--- src/acr_pkg.sv ---
// Shared types, constants and helpers for the alarm clock ringer.
`default_nettype none

package acr_pkg;

    // Field widths
    localparam int MINUTE_W  = 11;
    localparam int SECS_W    = 32;
    localparam int BEAT_W    = 8;
    localparam int LEVEL_W   = 2;
    localparam int SNOOZE_W  = 5;
    localparam int AUTO_W    = 6;
    localparam int CMD_W     = 3;
    localparam int CFG_IDX_W = 2;
    localparam int CFG_DATA_W = 11;

    // Stream packing
    localparam int S_TDATA_W = 56;
    localparam int M_TDATA_W = 8;

    localparam int MINUTES_PER_DAY   = 1440;
    localparam int SECONDS_PER_LEVEL = 90;

    localparam logic [MINUTE_W:0]    DAY_MINUTES  = (MINUTE_W+1)'(MINUTES_PER_DAY);
    localparam logic [SECS_W-1:0]    LEVEL1_SECS  = SECS_W'(SECONDS_PER_LEVEL);
    localparam logic [SECS_W-1:0]    LEVEL2_SECS  = SECS_W'(SECONDS_PER_LEVEL * 2);
    localparam logic [SECS_W-1:0]    LEVEL3_SECS  = SECS_W'(SECONDS_PER_LEVEL * 3);
    localparam logic [LEVEL_W-1:0]   TOP_LEVEL    = 2'd3;
    localparam logic [BEAT_W-1:0]    BEAT_UNITS   = 8'd5;
    localparam logic [BEAT_W-1:0]    SOUND_UNITS  = 8'd3;
    localparam logic [BEAT_W-1:0]    NO_PHASE     = 8'hFF;

    localparam logic [SNOOZE_W-1:0]  SNOOZE_RESET = 5'd8;
    localparam logic [AUTO_W-1:0]    AUTO_RESET   = 6'd30;

    typedef enum logic [CMD_W-1:0] {
        CMD_HOLD      = 3'd0,
        CMD_OFF       = 3'd1,
        CMD_BURST     = 3'd2,
        CMD_ON        = 3'd3,
        CMD_RELAY_OFF = 3'd4
    } acr_cmd_t;

    typedef enum logic [CFG_IDX_W-1:0] {
        REG_ALARM_ENABLE  = 2'd0,
        REG_ALARM_MINUTE  = 2'd1,
        REG_SNOOZE_MIN    = 2'd2,
        REG_AUTOSNOOZE    = 2'd3
    } acr_reg_t;

    // Reduce a value below two days to a minute of day.
    function automatic logic [MINUTE_W-1:0] mod_day(input logic [MINUTE_W:0] v);
        logic [MINUTE_W:0] r;
        r = (v >= DAY_MINUTES) ? (v - DAY_MINUTES) : v;
        return r[MINUTE_W-1:0];
    endfunction

endpackage

`default_nettype wire

--- src/alarm_clock_ringer_core.sv ---
// Alarm clock ringer: tick stream in, ringing/sound command stream out.
// Path: each tick passes the input register, then the result register.
// Throughput: one tick transaction per cycle while the result stream is not stalled; ringing state updates in one pass.
// Result register decouples sides: a new tick is taken while a result waits only if the input register is empty.
// Reset: aresetn synchronous active low; clears handshake and ringing state,
// loads register defaults (disabled, alarm 0, snooze 8, autosnooze 30).
`default_nettype none

module alarm_clock_ringer_core (
    input  wire logic                              aclk,
    input  wire logic                              aresetn,
    // tick stream
    input  wire logic                              s_tvalid,
    output logic                                   s_tready,
    // [10:0] minute_of_day, [42:11] seconds_now, [50:43] beat_count,
    // [51] second_pulse, [52] button_pressed, [55:53] zero
    input  wire logic [acr_pkg::S_TDATA_W-1:0]     s_tdata,
    // result stream
    output logic                                   m_tvalid,
    input  wire logic                              m_tready,
    // [0] ringing, [3:1] sound_cmd, [5:4] intensity, [6] snoozed, [7] zero
    output logic [acr_pkg::M_TDATA_W-1:0]          m_tdata,
    // register write channel
    input  wire logic                              cfg_valid,
    output logic                                   cfg_ready,
    input  wire logic [acr_pkg::CFG_IDX_W-1:0]     cfg_index,
    input  wire logic [acr_pkg::CFG_DATA_W-1:0]    cfg_data
);

    // ------------------------------------------------------------------
    // Input register
    // ------------------------------------------------------------------
    logic                            in_valid_reg;
    logic [acr_pkg::S_TDATA_W-1:0]   in_data_reg;
    logic                            advance;

    assign advance  = in_valid_reg && (!m_tvalid || m_tready);
    assign s_tready = !in_valid_reg || advance;
    // register writes only while no tick is held, so they never meet a tick update
    assign cfg_ready = !in_valid_reg;

    always_ff @(posedge aclk) begin
        if (!aresetn) begin
            in_valid_reg <= 1'b0;
        end else if (s_tready) begin
            in_valid_reg <= s_tvalid;
        end
        if (s_tvalid && s_tready) begin
            in_data_reg <= s_tdata;
        end
    end

    // unpack the held tick
    logic [acr_pkg::MINUTE_W-1:0] now;
    logic [acr_pkg::SECS_W-1:0]   secs;
    logic [acr_pkg::BEAT_W-1:0]   beat;
    logic                         pulse;
    logic                         button;

    assign now    = acr_pkg::mod_day({1'b0, in_data_reg[10:0]});
    assign secs   = in_data_reg[42:11];
    assign beat   = in_data_reg[50:43];
    assign pulse  = in_data_reg[51];
    assign button = in_data_reg[52];

    // ------------------------------------------------------------------
    // Configuration and ringing state
    // ------------------------------------------------------------------
    logic                           enable_reg, enable_next;
    logic [acr_pkg::SNOOZE_W-1:0]   snooze_reg;
    logic [acr_pkg::AUTO_W-1:0]     auto_reg;

    logic                           active_reg, active_next;
    logic [acr_pkg::SECS_W-1:0]     start_secs_reg, start_secs_next;
    logic [acr_pkg::BEAT_W-1:0]     beat_base_reg, beat_base_next;
    logic [acr_pkg::BEAT_W-1:0]     last_phase_reg, last_phase_next;
    logic [acr_pkg::MINUTE_W-1:0]   pending_reg, pending_next;

    // per-tick result
    acr_pkg::acr_cmd_t              cmd;
    logic [acr_pkg::LEVEL_W-1:0]    level;
    logic                           snz;

    // ring-tick intermediates
    logic                           start;
    logic                           do_ring;
    logic [acr_pkg::MINUTE_W-1:0]   since;
    logic                           snooze_now;
    logic [acr_pkg::SECS_W-1:0]     eff_start;
    logic [acr_pkg::BEAT_W-1:0]     eff_base;
    logic [acr_pkg::BEAT_W-1:0]     eff_last;
    logic [acr_pkg::SECS_W-1:0]     elapsed;
    logic [acr_pkg::LEVEL_W-1:0]    lv;
    logic [acr_pkg::BEAT_W-1:0]     phase_raw;
    logic [acr_pkg::BEAT_W-1:0]     phase;

    // minutes rung so far, modulo a day
    assign since = (now >= pending_reg) ? (now - pending_reg)
                 : acr_pkg::MINUTE_W'({1'b0, now} + acr_pkg::DAY_MINUTES - {1'b0, pending_reg});
    assign snooze_now = active_reg &&
                        (({5'd0, auto_reg} <= since) || button);
    assign start = !active_reg && pulse && enable_reg && (now == pending_reg);
    assign do_ring = start || (active_reg && !snooze_now);

    // a fresh ring starts from this tick's second and beat, with no phase seen
    assign eff_start = start ? secs : start_secs_reg;
    assign eff_base  = start ? beat : beat_base_reg;
    assign eff_last  = start ? acr_pkg::NO_PHASE : last_phase_reg;

    assign elapsed = secs - eff_start;

    // level = elapsed / 90 saturated at top level
    always_comb begin
        if (elapsed >= acr_pkg::LEVEL3_SECS) begin
            lv = acr_pkg::TOP_LEVEL;
        end else if (elapsed >= acr_pkg::LEVEL2_SECS) begin
            lv = 2'd2;
        end else if (elapsed >= acr_pkg::LEVEL1_SECS) begin
            lv = 2'd1;
        end else begin
            lv = 2'd0;
        end
    end

    assign phase_raw = beat - eff_base;
    assign phase     = (phase_raw >= acr_pkg::BEAT_UNITS) ? '0 : phase_raw;

    always_comb begin
        enable_next     = enable_reg;
        active_next     = active_reg;
        start_secs_next = start_secs_reg;
        beat_base_next  = beat_base_reg;
        last_phase_next = last_phase_reg;
        pending_next    = pending_reg;
        cmd             = acr_pkg::CMD_HOLD;
        level           = '0;
        snz             = 1'b0;

        if (snooze_now) begin
            active_next  = 1'b0;
            enable_next  = 1'b1;
            pending_next = acr_pkg::mod_day({1'b0, now} + {7'd0, snooze_reg});
            cmd          = acr_pkg::CMD_RELAY_OFF;
            snz          = 1'b1;
        end else if (do_ring) begin
            active_next     = 1'b1;
            start_secs_next = eff_start;
            beat_base_next  = eff_base;
            level           = lv;
            if (phase_raw != eff_last) begin
                // beat pattern wraps back to unit 0 once the count runs ahead
                if (phase_raw >= acr_pkg::BEAT_UNITS) begin
                    beat_base_next = beat;
                end
                last_phase_next = phase;
                if (phase >= acr_pkg::SOUND_UNITS || phase > {6'd0, lv}) begin
                    cmd = acr_pkg::CMD_OFF;
                end else if (lv == acr_pkg::TOP_LEVEL) begin
                    cmd = acr_pkg::CMD_ON;
                end else begin
                    cmd = acr_pkg::CMD_BURST;
                end
            end else begin
                last_phase_next = eff_last;
            end
        end
    end

    // State: a register write (no tick held) or a tick update, never both.
    always_ff @(posedge aclk) begin
        if (!aresetn) begin
            enable_reg     <= 1'b0;
            snooze_reg     <= acr_pkg::SNOOZE_RESET;
            auto_reg       <= acr_pkg::AUTO_RESET;
            active_reg     <= 1'b0;
            start_secs_reg <= '0;
            beat_base_reg  <= '0;
            last_phase_reg <= '0;
            pending_reg    <= '0;
        end else if (cfg_valid && cfg_ready) begin
            case (acr_pkg::acr_reg_t'(cfg_index))
                acr_pkg::REG_ALARM_ENABLE: begin
                    enable_reg <= cfg_data[0];
                end
                acr_pkg::REG_ALARM_MINUTE: begin
                    // writing the alarm also re-arms the pending minute
                    pending_reg <= acr_pkg::mod_day({1'b0, cfg_data});
                end
                acr_pkg::REG_SNOOZE_MIN: begin
                    snooze_reg <= cfg_data[acr_pkg::SNOOZE_W-1:0];
                end
                acr_pkg::REG_AUTOSNOOZE: begin
                    auto_reg <= cfg_data[acr_pkg::AUTO_W-1:0];
                end
                default: begin
                    auto_reg <= auto_reg;
                end
            endcase
        end else if (advance) begin
            enable_reg     <= enable_next;
            active_reg     <= active_next;
            start_secs_reg <= start_secs_next;
            beat_base_reg  <= beat_base_next;
            last_phase_reg <= last_phase_next;
            pending_reg    <= pending_next;
        end
    end

    // ------------------------------------------------------------------
    // Result register
    // ------------------------------------------------------------------
    always_ff @(posedge aclk) begin
        if (!aresetn) begin
            m_tvalid <= 1'b0;
        end else if (advance) begin
            m_tvalid <= 1'b1;
        end else if (m_tready) begin
            m_tvalid <= 1'b0;
        end
        if (advance) begin
            m_tdata <= {1'b0, snz, level, cmd, active_next};
        end
    end

endmodule

`default_nettype wire
--- config.mk ---
export PLATFORM = sky130hd
export DESIGN_NAME = alarm_clock_ringer_core
export DESIGN_NICKNAME = d
export VERILOG_FILES = /design/src/acr_pkg.sv /design/src/alarm_clock_ringer_core.sv
export SDC_FILE = /design/constraint.sdc
export NUM_CORES = 1
export LEC_CHECK = 0
export BUFFER_PORTS_ARGS = -buffer_cell sky130_fd_sc_hd__buf_2
export CAP_MARGIN = 25
export CORE_MARGIN = 3
export CORE_UTILIZATION = 55
export CTS_CLUSTER_DIAMETER = 80
export DETAILED_ROUTE_END_ITERATION = 16
export GPL_TIMING_DRIVEN = 0
export PLACE_DENSITY = 0.78
export SETUP_SLACK_MARGIN = 0.4
export SLEW_MARGIN = 25
export SYNTH_ARGS = -nofsm -noshare
export SYNTH_HDL_FRONTEND = slang
export SYNTH_SLANG_ARGS = --single-unit
--- constraint.sdc ---
create_clock -name aclk -period 15.6 [get_ports aclk]
set_input_delay 3.12 -clock aclk [delete_from_list [all_inputs] [get_ports aclk]]
set_output_delay 3.12 -clock aclk [all_outputs]
set_load 0.02 [all_outputs]
==> summary.md, run 1 <==
| Metric | Value |
|---|---|
| #FFs+latches synth | 134 |
| Final setup viols | 0 |
| Max-Cap Viols | 0 |
| GRT Util Overall | between 20 and 30% |
| Root buf cell | clkbuf_16 |
| Fin Setup TNS | 0 ps |
| R2R Setup Slk | ~5200 ps |
| Maximum VDD drop | 0.0000842 V |
| Post-Syn Area | slightly above 10000 um2 |
| First-pass GRT wire length | 44800 um |
| Number of global-route vias before repair | slightly below 9000 |
| Antenna diodes | 0 |
| Most used routing layer | met2 |
| Area Growth Syn to Fin | 13.1% |
| Setup Skew | 12.1 ps |
| R2R cell count | 31 |
| YS warnings | 0 |
| DR vias | 9248 |
| Row Count | 48 |
| Final net count | approximately 1400 |
| Core area | 17700 um2 |
| Unrepaired setup endpoints after global routing | false |
| WP data required | 15750 ps |
| IO buf count | 79 |
| Die Area | ~20000 um2 |
| Initial Utilization | approximately 57% |
| TritonCTS buffer count | 17 |
| Top-Level Pins | 85 |
| CP most frequent cell | ha_1 |
| Worst setup SP type | flop |
| Crit-path max FO | 10 |
| Final ANT Viol Nets | 0 |
| Gate Count Post-Synth | 1159 |
| Clock Tree Buf Depth | 2 |
| Area of the multi-input gates | 6370 um2 |
| CTS resizes | 0 |
| Post-synth ARST share | 0% |
| WHS Path Cells | 2 |
| CTS HTree Levels | 4 |
| Die Wd | between 100 and 150 um |
| Worst path max stage delay | slightly below 800 ps |
| Clock Pin Slew Worst Setup and Hold Paths | 70 ps |
| Placed Cells | 1464 |
| Worst Setup End Kind | flop |
| Wire per inst | between 15 and 20 um |
| Hold Fails Final Rpt | 0 |
| Min-delay worst type | reg -> reg |
| Filler cells | 1427 |
| Sequential fraction of the synthesis area | roughly 32% |
| Vias/cell | 6.18 |
| Total chip power | around 1.0 mW |
| Syn avg cell area | 8.73 um2 |
| Synthesized net count | 1314 |
| Worst path slowest cell | clkbuf_1 |
| Die height | approximately 140 um |
| Clock Sinks | 134 |
| Initial antenna violation count | 0 |
| Total wire length | ~28000 um |
| Status | complete, no violations |
| Final Critical Period | 10400 ps |
| Power Density | approximately 90 nW/um2 |
| RR Endpoint | m_tdata[1]$_SDFFCE_PP0P_ |
| Register area | 3280 um2 |
| Total global routing overflow | 0 |
| Headroom to the max-slew limit | between 30% and 40% |
| Initial DRC count | 992 |
| Worst slew pin tran | 936 ps |
| Post-Layout Cell Count | between 1000 and 1500 |
| Largest register FFs | 53 |
| Count of flip-flops with a built-in enable after synthesis | 60 |
| Clk_lat worst skew | ~440 ps |
| WP data arrival | 10550 ps |
| P_leak | 4.76 nW |
| Setup CP Type | reg -> reg |
| Final HPWL DP | 20800 um |
| Layout cells sized above 1 | a little over a tenth |
| Unique masters post-synth | 77 |
| Min-delay src | beat_base_reg[4]$_SDFFE_PN0P_ |
| M3 GR Usage | 7.04% |
| Synth Flop Type | dfxtp_1 |
| R2r startpoint | in_data_reg[5]$_DFFE_PP_ |
| Hold worst-path end | beat_base_reg[4]$_SDFFE_PN0P_ |
| M1 GR Usage | 38.0% |
| F_max | 0.0961 GHz |
| Hold Buf Count CTS | 0 |
| Final WS setup | 5200 ps |
| TritonCTS clock tree | done |
| Met2 Resource Use GR | 42.5% |
| Util after Layout | 64.8% |
| Crit share post-route | 66.7% |
| Largest net degree at the start of global routing | 40 |
| DRC viols | 0 |
| GP Congestion | 0.986 |
| Fin. max-slew vios | 0 |
| Postcts setup bufs | 0 |
| Pre-Repair DR Iteration Count | 6 |
| Place WS | 5480 ps |
==> synthesized netlist by cell type (6+ instances only) <==
| library cell | number | area, um2 |
|---|---|---|
| edfxtp_1 | 60 | 1800 |
| mux2i_1 | 50 | 500 |
| o211ai_1 | 11 | 82.6 |
| fa_1 | 10 | 200 |
| a31oi_1 | 17 | 106 |
| and3_1 | 8 | 50.1 |
| buf_2 | 8 | 40.0 |
| xnor2_1 | 42 | 368 |
| o21bai_1 | 8 | 60.1 |
| inv_1 | 74 | 278 |
| o211a_1 | 35 | 350 |
| a21oi_1 | 63 | 315 |
| clkbuf_1 | 36 | 135 |
| xor2_1 | 20 | 175 |
| o41ai_1 | 6 | 52.6 |
| nor2b_1 | 31 | 194 |
| nand2b_1 | 19 | 119 |
| nand3_1 | 21 | 105 |
| ha_1 | 71 | 888 |
| dfxtp_1 | 74 | 1480 |
| a21o_1 | 16 | 120 |
| nand4_1 | 13 | 81.3 |
| and2_1 | 6 | 37.5 |
| o21a_1 | 18 | 135 |
| a211oi_1 | 9 | 67.6 |
| or3_1 | 9 | 56.3 |
| o2111ai_1 | 7 | 61.3 |
| nor2_1 | 60 | 225 |
| nor4_1 | 16 | 100 |
| nand2_1 | 150 | 563 |
| o21ai_0 | 56 | 280 |
| o31ai_1 | 10 | 75.1 |
| a21boi_0 | 13 | 97.6 |
| nor3_1 | 20 | 100 |
==> metrics by stage <==
stage                     hold slack (ps)  instance area [um2]
after floorplan                       434                10100
after global placement                442                10800
after detailed placement              451                10800
after CTS                             460                11400
after global routing                  487                11400
final                                 455                11400
==> worst max-delay path: cells and delay by family (launching register included) <==
kind | cells | cell delay [ps]
simple gates | 7 | 1970
compound gates | 11 | 3330
flops | 1 | 430
mux | 1 | 220
fa+ha+maj | 4 | 1140
buf+inv | 7 | 2820
xor+xnor | 1 | 180
==> routing by layer <==
layer	routed length [um]	up-vias	share of wire [%]
met5	0	-	0
met4	839	0	3.0
met3	2250	66	8.2
met2	12100	396	44
met1	12400	4333	45
li1	-	4453	-
==> worst max path at each step <==
stage | from | to | depth (start not counted)
global route | in_data_reg[5]$_DFFE_PP_ | m_tdata[1]$_SDFFCE_PP0P_ | 32
global placement | in_data_reg[6]$_DFFE_PP_ | m_tdata[1]$_SDFFCE_PP0P_ | 31
finish | in_data_reg[5]$_DFFE_PP_ | m_tdata[1]$_SDFFCE_PP0P_ | 31
CTS | in_data_reg[5]$_DFFE_PP_ | m_tdata[1]$_SDFFCE_PP0P_ | 31
detailed placement | in_data_reg[5]$_DFFE_PP_ | m_tdata[1]$_SDFFCE_PP0P_ | 31
floorplan | in_data_reg[5]$_DFFE_PP_ | m_tdata[1]$_SDFFCE_PP0P_ | 33
==> report_power, final <==
part	internal, mW	switching [mW]	total, mW
sequential	0.380	0.0100	0.390
clock	0.269	0.166	0.436
combinational	0.0831	0.124	0.207
total	0.732	0.301	1.03
==> cells by family after synthesis <==
logic type | synth area share, %
flip-flops | 32.4
adder cells (fa/ha/maj) | 10.9
buffers and inverters | 4.70
AO/OA/AOI/OAI | 23.0
multiplexers | 5.09
AND/OR/NAND/NOR | 18.5
other | 0.0370
XOR/XNOR | 5.36
==> layout by cell type (no fill, tap or decap), types with 18 or more instances in the layout <==
cell / instances
a21oi_1: 63
nand2_1: 150
o211a_1: 35
edfxtp_1: 60
ha_1: 71
nor3_1: 20
inv_1: 74
nor2_1: 60
xor2_1: 20
o21a_1: 18
dfxtp_1: 74
mux2i_1: 50
clkbuf_1: 37
xnor2_1: 42
buf_2: 87
nand3_1: 21
nor2b_1: 31
nand2b_1: 19
o21ai_0: 56
==> final cells by class <==
type | instances | area share (%)
multi-input combinational | 902 | 55.6
sequential | 134 | 28.7
clock buffer | 18 | 3.75
timing repair buffer | 80 | 3.63
tap | 225 | 2.46
inverter | 74 | 2.43
buffer | 49 | 1.73
clock inverter | 14 | 1.72
No activity file was read; power rests on OpenSTA's default activity.
==> inputs of run 2 (changes only) <==
--- a/config.mk
+++ b/config.mk
@@ -5,6 +5,7 @@
 export SDC_FILE = /design/constraint.sdc
 export NUM_CORES = 1
 export LEC_CHECK = 0
+export ABC_AREA = 1
 export BUFFER_PORTS_ARGS = -buffer_cell sky130_fd_sc_hd__buf_2
 export CAP_MARGIN = 25
 export CORE_MARGIN = 3
==> constraint.sdc (replaced) <==
create_clock -name aclk -period 10 [get_ports aclk]
set_input_delay 2 -clock aclk [delete_from_list [all_inputs] [get_ports aclk]]
set_output_delay 2 -clock aclk [all_outputs]
set_load 0.02 [all_outputs]
==> run 2 against run 1 <==
  * Critical path depth rose by 8
  * Synthesized cell count rose by 38%
  * Critical endpoint unchanged
  * Critical path type unchanged
  * Global-route usage rose by 0.71 points
  * First-iteration DRC count fell by 0.20%
  * Largest cell class unchanged
  * Core utilization fell by 1.5 points
==> summary.md, run 2 <==
| Metric | Value |
|---|---|
| Final ANT Viol Nets | 0 |
| Hold worst-path end | start_secs_reg[0]$_SDFFE_PN0P_ |
| Top-area cell type share of the netlist area | 16.8% |
| Area Growth Syn to Fin | 12.0% |
| R2R Setup Slk | 1820 ps |
| Row Count | 50 |
| Pre-Repair DR Iteration Count | 6 |
| Initial DRC count | 990 |
| Min-delay worst type | reg -> reg |
| Unrepaired setup endpoints after global routing | false |
| Core area | 19000 um2 |
| Synthesized net count | 1757 |
| P_leak | 5.86 nW |
| Clock Pin Slew Worst Setup and Hold Paths | roughly 60 ps |
| Antenna diodes | 0 |
| Wire per inst | ~15 um |
| Total global routing overflow | 0 |
| Design Area, Final | 12000 um2 |
| DR vias | 10700 |
| Synth top area cells | edfxtp_1 17%, nand2_1 14%, dfxtp_1 14% |
| Commonest cells after routing, fill and taps aside | 408 x nand2_1, 251 x inv_1, 179 x nor2_1 |
| Post-synth ARST share | 0% |
| WHS Path Cells | 2 |
| Gate Count Post-Synth | 1602 |
| Initial Utilization | 56.6% |
| Cell taking the most area after synthesis | edfxtp_1 |
| Unique masters post-synth | 53 |
| TritonCTS clock tree | done |
| CTS HTree Levels | 4 |
| Synth Flop Type | dfxtp_1 |
| #FFs+latches synth | between 100 and 150 |
| Root buf cell | clkbuf_16 |
| Postcts setup bufs | 0 |
| Setup Skew | 25.2 ps |
| GRT Util Overall | 28.4% |
| Power Density | roughly 130 nW/um2 |
| GP Congestion | 0.972 |
| Max-Cap Viols | 0 |
| YS warnings | 0 |
| Worst setup SP type | flop |
| Status | complete, no violations |
| Final HPWL DP | 23600 um |
| Hold Buf Count CTS | 0 |
| WP data required | around 10000 ps |
| Vias/cell | 5.40 |
| Final net count | between 1500 and 2000 |
| Total wire length | 30300 um |
| First-pass GRT wire length | 49300 um |
| Placed Area | 11400 um2 |
| RR Endpoint | m_tdata[1]$_SDFFCE_PP0P_ |
| DRC viols | 0 |
| Total chip power | 1.58 mW |
| Util after Layout | 63.4% |
| Largest net degree at the start of global routing | 54 |
| Post-Syn Area | around 11000 um2 |
| Largest register FFs | 53 |
| Crit-path max FO | 10 |
| Final Critical Period | 8180 ps |
| R2R cell count | 39 |
| Die height | 146 um |
| IO buf count | 79 |
| Most common cell after layout, fill and taps aside | nand2_1 |
| Syn avg cell area | 6.69 um2 |
| Hold Fails Final Rpt | 0 |
| Die Wd | 146 um |
| Fin Setup TNS | 0 ps |
| Worst path slowest cell | buf_1 |
| Die Area | 21200 um2 |
| Maximum VDD drop | 0.000119 V |
| Sequential fraction of the synthesis area | 30.6% |
| Most numerous cell in the Yosys netlist | nand2_1 |
| Clock Tree Buf Depth | 2 |
| Clock Sinks | 134 |
| Worst slew pin tran | slightly below 800 ps |
| Layout cells sized above 1 | 10.9% |
| CP most frequent cell | nand2_1 |
| Top-Level Pins | 85 |
| Initial antenna violation count | 0 |
| Setup CP Type | reg -> reg |
| WP data arrival | 8370 ps |
| CTS resizes | 0 |
| TritonCTS buffer count | 17 |
| Worst path max stage delay | 580 ps |
| Headroom to the max-slew limit | between 40% and 50% |
| Clk_lat worst skew | 450 ps |
| Count of flip-flops with a built-in enable after synthesis | 60 |
| Fin. max-slew vios | 0 |
| F_max | around 0.12 GHz |
| Top cells by count, synth | 408 x nand2_1, 252 x inv_1, 179 x nor2_1, 129 x o21ai_0, 100 x a21oi_1 |
| Crit share post-route | 81.8% |
| Final setup viols | 0 |
| Number of global-route vias before repair | 10000 |
| Worst Setup End Kind | flop |
| R2r startpoint | in_data_reg[1]$_DFFE_PP_ |
| Min-delay src | start_secs_reg[0]$_SDFFE_PN0P_ |
==> run 2: changes by cell type after synthesis, moves of 31 or more <==
| cell | before | now |
|---|---|---|
| mux2i_1 | 50 | 3 |
| nor2_1 | 60 | 179 |
| nor2b_1 | 31 | 0 |
| o21ai_0 | 56 | 129 |
| xnor2_1 | 42 | 10 |
| a21oi_1 | 63 | 100 |
| nand2_1 | 150 | 408 |
| inv_1 | 74 | 252 |
| nand3_1 | 21 | 90 |
| o211a_1 | 35 | 0 |
==> run 2: metrics by stage <==
step           instances  hold slack [ps]  worst slack (ps)
4_1_cts             1973              469              1970
6_report            1973              473              1820
5_1_grt             1973              494              1280
3_3_place_gp        1941              454              2200
2_1_floorplan       1602              433              4140
3_5_place_dp        1941              458              2080
==> run 2: cell families (layout without fill, tap and decap cells) <==
group	after synthesis	in the layout	share of synthesized area, %
AOI/OAI and AO/OA	265	265	13.3
xor gates and xnor gates	39	39	3.19
adders and majority gates	81	81	10.2
buffers and inverters	294	405	10.7
DFF	134	134	30.6
muxes	3	3	0.280
other	1	1	0.0350
and+or+nand+nor	785	785	31.8
==> run 2: per-layer routing <==
metal / vias to the layer above / track usage [%] / share of wire (%)
met5: - / 0 / 0
met4: 0 / 7.93 / 2.0
met3: 51 / 4.39 / 6.5
met2: 373 / 47.5 / 46
met1: 4856 / 38.6 / 45
li1: 5371 / - / -
==> run 2: critical path, delay by kind of cell, from the launching register on <==
kind                     cells  cell delay [ps]
AND/OR/NAND/NOR             20             2470
AO/OA/AOI/OAI                8             1980
flip-flops                   1              490
XOR/XNOR                     1              410
buffers and inverters        7             1500
adder cells (fa/ha/maj)      3             1060
==> run 2: where the power goes <==
part           total (mW)  internal, mW  switching (mW)
clock network       0.625         0.349           0.275
registers           0.606         0.593          0.0136
logic               0.345         0.124           0.221
==> run 2: worst max-delay path by stage <==
stage	from	to	cells past startpoint	slack, ps
CTS	in_data_reg[1]$_DFFE_PP_	m_tdata[1]$_SDFFCE_PP0P_	39	1970
detailed placement	in_data_reg[1]$_DFFE_PP_	m_tdata[1]$_SDFFCE_PP0P_	39	2080
floorplan	in_data_reg[5]$_DFFE_PP_	m_tdata[1]$_SDFFCE_PP0P_	41	4140
global route	in_data_reg[1]$_DFFE_PP_	m_tdata[1]$_SDFFCE_PP0P_	39	1280
finish	in_data_reg[1]$_DFFE_PP_	m_tdata[1]$_SDFFCE_PP0P_	39	1820
global placement	in_data_reg[1]$_DFFE_PP_	m_tdata[1]$_SDFFCE_PP0P_	39	2200
==> run 2: area by class of cell <==
| cell class | count | area, um2 |
|---|---|---|
| plain buffers | 33 | 163 |
| clock buffers | 18 | 429 |
| clock inverters | 14 | 138 |
| fillers | 1774 | 6940 |
| inverters | 261 | 983 |
| multi-input cells | 1174 | 6300 |
| flip-flops and latches | 134 | 3280 |
| well taps | 260 | 325 |
| repair buffers | 79 | 395 |
